<file path="config.mk">
export PLATFORM = sky130hd
export DESIGN_NAME = adb_mouse_device_core
export DESIGN_NICKNAME = d
export VERILOG_FILES = /design/src/rtl/adbm_pkg.sv /design/src/rtl/adbm_reply_buf.sv /design/src/rtl/adb_mouse_device_core.sv
export SDC_FILE = /design/constraint.sdc
export NUM_CORES = 1
export LEC_CHECK = 0
export ABC_AREA = 1
export BUFFER_PORTS_ARGS = -buffer_cell sky130_fd_sc_hd__buf_2
export CORE_ASPECT_RATIO = 0.9
export CORE_MARGIN = 8
export CORE_UTILIZATION = 55
export CTS_CLUSTER_DIAMETER = 200
export DETAILED_ROUTE_END_ITERATION = 12
export GPL_ROUTABILITY_DRIVEN = 0
export GPL_TIMING_DRIVEN = 0
export PLACE_DENSITY = 0.74
export REMOVE_ABC_BUFFERS = 1
export SLEW_MARGIN = 20
export SYNTH_ARGS = -nofsm -noshare
export SYNTH_HDL_FRONTEND = slang
export SYNTH_HIERARCHICAL = 1
export SYNTH_SLANG_ARGS = --single-unit
</file>
<file path="constraint.sdc">
create_clock -name aclk -period 7.4 [get_ports aclk]
set_input_delay 0.37 -clock aclk [delete_from_list [all_inputs] [get_ports aclk]]
set_output_delay 0.37 -clock aclk [all_outputs]
set_load 0.005 [all_outputs]
</file>
<file path="src/rtl/adbm_pkg.sv">
// Shared types, codes and constants of the bus mouse device.
`timescale 1ns / 1ps

package adbm_pkg;

    localparam int ACCUM_WIDTH_DEF = 20;
    localparam int MOTION_W        = 16;
    localparam int MOTION_SEL_W    = 10;
    localparam int SCALE_W         = 8;
    localparam int DELTA_W         = MOTION_SEL_W + SCALE_W + 1;
    localparam int REPLY_MAX       = 8;
    localparam int CNT_W           = $clog2(REPLY_MAX + 1);
    localparam int REPORT_LIMIT    = 63;

    // input item kinds
    localparam logic [1:0] CMD_MOTION = 2'd0;
    localparam logic [1:0] CMD_BUTTON = 2'd1;
    localparam logic [1:0] CMD_BUS    = 2'd2;

    localparam logic [1:0] BTN_LEFT  = 2'd0;
    localparam logic [1:0] BTN_RIGHT = 2'd1;

    // bus command decode
    localparam logic [3:0] FLUSH_CODE  = 4'h1;
    localparam logic [1:0] KIND_LISTEN = 2'b10;
    localparam logic [1:0] KIND_TALK   = 2'b11;
    localparam logic [1:0] REG_DATA    = 2'd0;
    localparam logic [1:0] REG_INFO    = 2'd1;
    localparam logic [1:0] REG_ID      = 2'd3;
    localparam logic [3:0] LISTEN_LEN  = 4'd3;

    localparam logic [7:0] D2_SELF_TEST = 8'hFF;
    localparam logic [7:0] D2_ADDR_A    = 8'hFE;
    localparam logic [7:0] D2_ADDR_B    = 8'hFD;
    localparam logic [7:0] D2_ADDR_C    = 8'h00;

    localparam logic [7:0] HANDLER_STD   = 8'd1;
    localparam logic [7:0] HANDLER_HIRES = 8'd2;
    localparam logic [7:0] HANDLER_EXT   = 8'd4;

    // configuration register indexes
    localparam logic [1:0] CFG_SCALE   = 2'd0;
    localparam logic [1:0] CFG_EXT     = 2'd1;
    localparam logic [1:0] CFG_HANDLER = 2'd2;

    localparam logic [3:0]         RESET_ADDR    = 4'd3;
    localparam logic [SCALE_W-1:0] RESET_SCALE   = 8'd1;
    localparam logic [7:0]         RESET_HANDLER = 8'd1;

    // extended info reply, byte 0 goes out first
    localparam logic [REPLY_MAX-1:0][7:0] EXT_INFO =
        {8'd2, 8'd0, 8'd100, 8'd0, 8'h6C, 8'h70, 8'h70, 8'h61};

    // reply handed to the output buffer; count of zero means empty reply
    typedef struct packed {
        logic [CNT_W-1:0]           count;
        logic [REPLY_MAX-1:0][7:0]  data;
    } reply_load_t;

endpackage

</file>
<file path="src/rtl/adbm_reply_buf.sv">
// Output buffer that streams one reply, one byte per word, to the result channel.
`timescale 1ns / 1ps

module adbm_reply_buf
    import adbm_pkg::*;
(
    input  logic        aclk,
    input  logic        aresetn,
    input  logic        load,
    input  reply_load_t load_data,
    output logic        load_ok,
    input  logic        m_ready,
    output logic        m_valid,
    output logic [7:0]  m_reply_byte,
    output logic        m_reply_valid,
    output logic        m_last
);

    logic                      valid_reg;
    logic [CNT_W-1:0]          rem_reg;
    logic                      rvalid_reg;
    logic [REPLY_MAX-1:0][7:0] data_reg;

    assign m_last        = (rem_reg == CNT_W'(1));
    assign load_ok       = !valid_reg || (m_ready && m_last);
    assign m_valid       = valid_reg;
    assign m_reply_byte  = data_reg[0];
    assign m_reply_valid = rvalid_reg;

    always_ff @(posedge aclk) begin
        if (!aresetn) begin
            valid_reg  <= 1'b0;
            rem_reg    <= '0;
            rvalid_reg <= 1'b0;
        end else if (load) begin
            valid_reg <= 1'b1;
            if (load_data.count == '0) begin
                rem_reg    <= CNT_W'(1);
                rvalid_reg <= 1'b0;
            end else begin
                rem_reg    <= load_data.count;
                rvalid_reg <= 1'b1;
            end
        end else if (valid_reg && m_ready) begin
            // advance to the next byte, drop out after the last one
            rem_reg <= rem_reg - CNT_W'(1);
            if (m_last) begin
                valid_reg <= 1'b0;
            end
        end
    end

    always_ff @(posedge aclk) begin
        if (load) begin
            data_reg <= load_data.data;
        end else if (valid_reg && m_ready) begin
            data_reg <= {8'd0, data_reg[REPLY_MAX-1:1]};
        end
    end

endmodule

</file>
<file path="src/rtl/adb_mouse_device_core.sv">
// Top level of the bus mouse device: event decode, state and bus command handling.
`timescale 1ns / 1ps

//  channel   direction  handshake              word
//  s_        in         s_valid / s_ready      one event or bus command
//  m_        out        m_valid / m_ready      one reply byte (or an empty marker)
//  cfg_      in         cfg_valid / cfg_ready  register index and data
//
//  An accepted word is held in the input register; its state update is done as its
//  reply is loaded into the output buffer. A word yields 1 to 8 result words, so
//  input is taken every cycle for events while m_ready is high, and an N-byte talk
//  reply holds off the next word until its last byte is taken.
//  A stalled m_ready holds the reply buffer and, once the input register is full,
//  holds s_ready low. aresetn is synchronous and active low; cfg_ready is always high.

module adb_mouse_device_core
    import adbm_pkg::*;
#(
    parameter int ACCUM_WIDTH = ACCUM_WIDTH_DEF
) (
    input  logic                       aclk,
    input  logic                       aresetn,
    // event / command channel
    input  logic                       s_valid,
    output logic                       s_ready,
    input  logic [1:0]                 s_cmd,
    input  logic                       s_axis,
    input  logic signed [MOTION_W-1:0] s_motion,
    input  logic [1:0]                 s_button,
    input  logic                       s_pressed,
    input  logic [7:0]                 s_command_byte,
    input  logic [7:0]                 s_data_one,
    input  logic [7:0]                 s_data_two,
    input  logic [3:0]                 s_length,
    // result channel
    output logic                       m_valid,
    input  logic                       m_ready,
    output logic [7:0]                 m_reply_byte,
    output logic                       m_reply_valid,
    output logic                       m_last,
    output logic                       m_has_data,
    // configuration write channel
    input  logic                       cfg_valid,
    output logic                       cfg_ready,
    input  logic [1:0]                 cfg_index,
    input  logic [7:0]                 cfg_data
);

    // Sum width covers the widest scaled delta plus a guard bit for saturation.
    localparam int SUM_W = ((ACCUM_WIDTH > DELTA_W) ? ACCUM_WIDTH : DELTA_W) + 1;
    localparam logic signed [SUM_W-1:0] ACC_MAX =
        SUM_W'((64'sd1 <<< (ACCUM_WIDTH - 1)) - 64'sd1);
    localparam logic signed [SUM_W-1:0] ACC_MIN = ~ACC_MAX;
    localparam logic signed [ACCUM_WIDTH-1:0] LIM_POS = ACCUM_WIDTH'(REPORT_LIMIT);
    localparam logic signed [ACCUM_WIDTH-1:0] LIM_NEG = -LIM_POS;
    localparam logic signed [MOTION_W-1:0] MOTION_LIMIT = MOTION_W'(256);

    // Input register
    logic                       in_valid_reg;
    logic [1:0]                 cmd_reg;
    logic                       axis_reg;
    logic signed [MOTION_W-1:0] motion_reg;
    logic [1:0]                 button_reg;
    logic                       pressed_reg;
    logic [7:0]                 cb_reg;
    logic [7:0]                 d1_reg;
    logic [7:0]                 d2_reg;
    logic [3:0]                 len_reg;

    // Device state and configuration
    logic signed [ACCUM_WIDTH-1:0] ax_reg, ax_next;
    logic signed [ACCUM_WIDTH-1:0] ay_reg, ay_next;
    logic [1:0]                    btn_reg, btn_next;
    logic [1:0]                    rep_btn_reg, rep_btn_next;
    logic                          polled_reg, polled_next;
    logic [3:0]                    addr_reg, addr_next;
    logic [7:0]                    handler_reg, handler_next;
    logic [SCALE_W-1:0]            scale_reg, scale_next;
    logic                          ext_en_reg, ext_en_next;

    // Datapath
    logic                          load_ok;
    logic                          proc;
    reply_load_t                   load_data;
    logic signed [DELTA_W-1:0]     delta;
    logic                          motion_ok;
    logic signed [ACCUM_WIDTH-1:0] acc_sel;
    logic signed [SUM_W-1:0]       sum_w;
    logic signed [ACCUM_WIDTH-1:0] sat_val;
    logic                          pending_now;
    logic signed [6:0]             rx, ry;
    logic signed [ACCUM_WIDTH-1:0] rem_x, rem_y;
    logic [7:0]                    byte_x, byte_y;

    function automatic logic signed [6:0] clamp_report(
        input logic signed [ACCUM_WIDTH-1:0] v
    );
        logic signed [6:0] r;
        if (v > LIM_POS) begin
            r = 7'sd63;
        end else if (v < LIM_NEG) begin
            r = -7'sd63;
        end else begin
            r = v[6:0];
        end
        return r;
    endfunction

    // Take a new word whenever the register is empty or drains this cycle.
    assign proc      = in_valid_reg && load_ok;
    assign s_ready   = !in_valid_reg || load_ok;
    assign cfg_ready = 1'b1;

    always_ff @(posedge aclk) begin
        if (!aresetn) begin
            in_valid_reg <= 1'b0;
        end else if (s_ready) begin
            in_valid_reg <= s_valid;
        end
    end

    always_ff @(posedge aclk) begin
        if (s_valid && s_ready) begin
            cmd_reg     <= s_cmd;
            axis_reg    <= s_axis;
            motion_reg  <= s_motion;
            button_reg  <= s_button;
            pressed_reg <= s_pressed;
            cb_reg      <= s_command_byte;
            d1_reg      <= s_data_one;
            d2_reg      <= s_data_two;
            len_reg     <= s_length;
        end
    end

    // Motion: a delta within +-256 is scaled and added with saturation.
    assign motion_ok = (motion_reg <= MOTION_LIMIT) && (motion_reg >= -MOTION_LIMIT);
    assign delta     = $signed(motion_reg[MOTION_SEL_W-1:0]) * $signed({1'b0, scale_reg});
    assign acc_sel   = axis_reg ? ay_reg : ax_reg;
    assign sum_w     = SUM_W'(acc_sel) + SUM_W'(delta);

    always_comb begin
        if (sum_w > ACC_MAX) begin
            sat_val = ACC_MAX[ACCUM_WIDTH-1:0];
        end else if (sum_w < ACC_MIN) begin
            sat_val = ACC_MIN[ACCUM_WIDTH-1:0];
        end else begin
            sat_val = sum_w[ACCUM_WIDTH-1:0];
        end
    end

    // Something to report: never polled, buttons moved, or motion left over.
    assign pending_now = !polled_reg || (rep_btn_reg != btn_reg) ||
                         (ax_reg != '0) || (ay_reg != '0);

    // Talk register 0: report +-63 per axis and keep at most +-63 of remainder.
    assign rx     = clamp_report(ax_reg);
    assign ry     = clamp_report(ay_reg);
    assign rem_x  = ax_reg - ACCUM_WIDTH'(rx);
    assign rem_y  = ay_reg - ACCUM_WIDTH'(ry);
    assign byte_x = {~btn_reg[1], rx[6:0]};
    assign byte_y = {~btn_reg[0] & polled_reg, ry[6:0]};

    always_comb begin
        ax_next      = ax_reg;
        ay_next      = ay_reg;
        btn_next     = btn_reg;
        rep_btn_next = rep_btn_reg;
        polled_next  = polled_reg;
        addr_next    = addr_reg;
        handler_next = handler_reg;
        scale_next   = scale_reg;
        ext_en_next  = ext_en_reg;
        load_data    = '0;

        if (proc) begin
            case (cmd_reg)
                CMD_MOTION: begin
                    if (motion_ok) begin
                        if (axis_reg) begin
                            ay_next = sat_val;
                        end else begin
                            ax_next = sat_val;
                        end
                    end
                end
                CMD_BUTTON: begin
                    if (button_reg == BTN_LEFT || button_reg == BTN_RIGHT) begin
                        btn_next[button_reg[0]] = pressed_reg;
                    end
                end
                CMD_BUS: begin
                    if (cb_reg[3:0] == FLUSH_CODE) begin
                        ax_next = '0;
                        ay_next = '0;
                    end else begin
                        case (cb_reg[3:2])
                            KIND_LISTEN: begin
                                if (cb_reg[1:0] == REG_ID && len_reg == LISTEN_LEN) begin
                                    if (d2_reg inside {D2_ADDR_A, D2_ADDR_B, D2_ADDR_C}) begin
                                        addr_next = d1_reg[3:0];
                                    end else if (d2_reg inside {HANDLER_STD, HANDLER_HIRES}
                                                 || (d2_reg == HANDLER_EXT && ext_en_reg)) begin
                                        handler_next = d2_reg;
                                    end
                                end
                            end
                            KIND_TALK: begin
                                case (cb_reg[1:0])
                                    REG_DATA: begin
                                        if (pending_now) begin
                                            polled_next       = 1'b1;
                                            ax_next           = ACCUM_WIDTH'(clamp_report(rem_x));
                                            ay_next           = ACCUM_WIDTH'(clamp_report(rem_y));
                                            // first poll: fake a left press, report
                                            // the real state on the next poll
                                            rep_btn_next      = polled_reg ? btn_reg
                                                                           : (btn_reg ^ 2'b01);
                                            load_data.count   = CNT_W'(2);
                                            load_data.data[0] = byte_y;
                                            load_data.data[1] = byte_x;
                                        end
                                    end
                                    REG_INFO: begin
                                        if (handler_reg == HANDLER_EXT) begin
                                            load_data.count = CNT_W'(REPLY_MAX);
                                            load_data.data  = EXT_INFO;
                                        end
                                    end
                                    REG_ID: begin
                                        load_data.count   = CNT_W'(2);
                                        load_data.data[0] = {4'd0, addr_reg};
                                        load_data.data[1] = handler_reg;
                                    end
                                    default: ;
                                endcase
                            end
                            default: ;
                        endcase
                    end
                end
                default: ;
            endcase
        end

        if (cfg_valid) begin
            case (cfg_index)
                CFG_SCALE:   scale_next   = cfg_data;
                CFG_EXT:     ext_en_next  = cfg_data[0];
                CFG_HANDLER: handler_next = cfg_data;
                default: ;
            endcase
        end
    end

    always_ff @(posedge aclk) begin
        if (!aresetn) begin
            ax_reg      <= '0;
            ay_reg      <= '0;
            btn_reg     <= '0;
            rep_btn_reg <= '0;
            polled_reg  <= 1'b0;
            addr_reg    <= RESET_ADDR;
            handler_reg <= RESET_HANDLER;
            scale_reg   <= RESET_SCALE;
            ext_en_reg  <= 1'b0;
        end else begin
            ax_reg      <= ax_next;
            ay_reg      <= ay_next;
            btn_reg     <= btn_next;
            rep_btn_reg <= rep_btn_next;
            polled_reg  <= polled_next;
            addr_reg    <= addr_next;
            handler_reg <= handler_next;
            scale_reg   <= scale_next;
            ext_en_reg  <= ext_en_next;
        end
    end

    // State registers always hold the state after the word being replied to,
    // so the pending flag is read straight from them.
    assign m_has_data = pending_now;

    adbm_reply_buf u_reply (
        .aclk          (aclk),
        .aresetn       (aresetn),
        .load          (proc),
        .load_data     (load_data),
        .load_ok       (load_ok),
        .m_ready       (m_ready),
        .m_valid       (m_valid),
        .m_reply_byte  (m_reply_byte),
        .m_reply_valid (m_reply_valid),
        .m_last        (m_last)
    );

endmodule

</file>
==> flow_metrics.py <==
metrics = {
    "run_status": {
        "status": "completed",
    },
    "floorplan": {
        "start_util_pct": 55.8,
        "ios": 79,
        "core_area_sq_um": 27900,
        "die_w_microns": 193,
        "dieHeight_microns": 175,
        "std_cell_rows": 58,
        "dieArea_sq_um": 33900,
    },
    "pwr": {
        "pwr-share-seq_pct": 29.0,
        "p_leak_nw": 9.02,
        "internal_power_mw": 2.27,
        "swShare_pct": 44.0,
        "comb_power_share_pct": 46.5,
        "power_mw": 4.06,
        "p_per_area_nw_per_um2": 241,
        "power_switching_mw": 1.79,
        "ir_drop_v": 0.000180,
        "pwr-share-clk_pct": 24.5,
    },
    "routing": {
        "via_per_inst": 5.27,
        "drtIter0Drc": 1341,
        "drc": 0,
        "drtPass1Iterations": 6,
        "routedWlPerCell_microns": 14.5,
        "route.vias.total": 13800,
        "antenna_left": 0,
        "wirelength_mm": 38.1,
    },
    "min_path": {
        "holdPathEnd": "len_reg[1]$_DFFE_PP_",
        "hold_start": "s_length[1]",
        "hold_depth": 1,
        "hp-class": "in2reg",
    },
    "critical_path": {
        "criticalPathCategory": "reg2reg",
        "cp.required_ns": 7.79,
        "r2r_start": "scale_reg[0]$_SDFFE_PN1P_",
        "end_kind": "flop",
        "r2r_slack_ns": 1.37,
        "cp-startpoint": "scale_reg[0]$_SDFFE_PN1P_",
        "cp.arrival_ns": 6.42,
        "start_kind": "flop",
        "crit_fanout": 11,
        "reg2reg_depth": 25,
        "reg2reg_to": "ax_reg[10]$_SDFFE_PN0P_",
    },
    "global_routing": {
        "grt_pass1_vias": 12800,
        "overflow": 0,
        "grt_max_degree": 75,
        "grt_use_total_pct": 22.0,
        "grt_antenna_before_repair": 0,
        "grt_pass1_wl_mm": 62.1,
    },
    "placed_design": {
        "dp.cells": 2595,
        "placed_area_sq_um": 16200,
        "dp_hpwl_mm": 30.1,
        "io_buffers": 69,
        "place_ws_ns": 1.39,
    },
    "clock_tree": {
        "clk_path_buf_depth": 2,
        "cts_max_level": 4,
        "cts_resized": 0,
        "hold_buffers": 0,
        "clk_pin_slew_worst_paths_ns": 0.08,
        "cts_tree": "built",
        "clock_latency_ns": 0.44,
        "root_buffer": "clkbuf_16",
        "cts_buffers": 17,
        "cts_setup_buffers": 0,
        "cts.sinks": 179,
    },
    "timing": {
        "tns_ns": 0,
        "rsz0062_at_grt": "no",
        "worst_slew_pin_slew_ns": 1.08,
        "layout_min_cycle_time_ns": 6.03,
        "timing.fmax_ghz": 0.166,
        "relSlewSlack_pct": 27.7,
        "slew_violations": 0,
        "fin_crit_sh_pct": 81.5,
        "setup_ws_ns": 1.37,
        "hold_viol_final": 0,
        "skew_ns": 0.0129,
        "setup_violations": 0,
    },
    "synth": {
        "syn_area_per_cell_sq_um": 7.11,
        "synth_area_sq_um": 15500,
        "ys.flop_type": "edfxtp_1",
        "yosysWarnings": 6,
        "synthCells": 2188,
        "synth_enable_flop_cells": 106,
        "synth_seq_area_share_pct": 29.9,
        "ys_seq_elements": 179,
        "synth_cell_type_count": 54,
        "async_reset_ff_share_pct": 0,
    },
    "final_layout": {
        "seq_area_sq_um": 4640,
        "final_area_sq_um": 16900,
        "antenna_cells": 0,
        "largest_reg_flops": 56,
        "final_cells": 2627,
        "final_cell_mix": "nand2_1 (680), inv_1 (432), nor2_1 (141)",
        "nFillCells": 2570,
        "final_common_cell": "nand2_1",
        "drive_gt1_share_pct": 6.97,
        "nets": 2494,
        "multi_input_area_sq_um": 9010,
        "syn_to_final_growth_pct": 8.47,
    },
    "job": {
        "maxCapViolations": 0,
    },
}
cells by family (layout without fill, tap and decap cells):
logic type,count (synthesis),after routing,synth area share [%]
mux,2,2,0.137
other cells,2,42,0.0483
compound gates,242,242,8.47
xor+xnor,19,19,1.07
fa+ha+maj,175,175,18.3
flops,179,179,29.9
buf+inv,510,549,13.2
simple gates,1059,1059,28.9
worst max path at each step:
stage,to,cells past startpoint
6_report,ax_reg[10]$_SDFFE_PN0P_,25
2_1_floorplan,ax_reg[10]$_SDFFE_PN0P_,25
4_1_cts,ax_reg[10]$_SDFFE_PN0P_,25
3_3_place_gp,ay_reg[10]$_SDFFE_PN0P_,25
5_1_grt,ay_reg[12]$_SDFFE_PN0P_,25
3_5_place_dp,ay_reg[10]$_SDFFE_PN0P_,25
synth_stat cells, drive strengths merged, types with 24 or more instances:
library cell	number	area (sq um)
nor2	154	649
a21oi	126	657
nor3	26	135
o21ai	87	439
edfxtp	106	3180
inv	444	1670
nand3	117	591
buf	42	295
nand2	692	2640
fa	87	1740
ha	88	1100
dfxtp	73	1460
clkbuf	24	90.1
nand4	40	256
through the flow:
step,hold slack (ns),utilization [%]
after floorplan,0.422,-
after global placement,0.438,57.8
after detailed placement,0.446,58.1
after CTS,0.0830,60.5
after global routing,0.0797,60.5
final,0.0927,60.5
routing by layer:
layer  track usage, %  part of all wire (%)  vias up
met5                0                     0        -
met4             6.18                   2.1        0
met3             4.11                   7.7       63
met2             35.1                    44      524
met1             30.4                    46     6315
li1                 -                     -     6936
power groups by stage:
| stage | registers (mW) | logic [mW] | clock network, mW |
|---|---|---|---|
| detailed placement | 1.20 | 1.85 | 0 |
| CTS | 1.18 | 1.86 | 1.01 |
| finish | 1.18 | 1.89 | 0.995 |
| global route | 1.18 | 2.13 | 1.04 |
| floorplan | 1.19 | 1.44 | 0 |
| global placement | 1.20 | 1.80 | 0 |
final cells by class:
class	instances	area share, %
well taps	360	2.67
repair buffers	73	2.53
inverters	444	9.94
flip-flops and latches	179	27.5
clock inverters	15	1.38
multi-input cells	1539	53.4
clock buffers	17	2.52
critical path, stage by stage, from the launching register on:
cell     delay [ns]
dfxtp_1        0.58
nand2_1        0.18
inv_1          0.15
fa_1           0.47
fa_1           0.53
inv_1          0.14
fa_1           0.57
inv_1          0.06
fa_1           0.55
inv_1          0.07
fa_1           0.54
inv_1          0.04
ha_1           0.37
a21oi_1        0.22
o21ai_0        0.17
a21oi_1        0.20
nand3_1        0.11
nand2_2        0.09
nand2_4        0.08
nor2_4         0.16
inv_4          0.07
nor2_8         0.20
inv_1          0.16
nand3_1        0.11
o21ai_1        0.08
inv_1          0.07
Note: power is estimated with default switching activity, not from simulation.
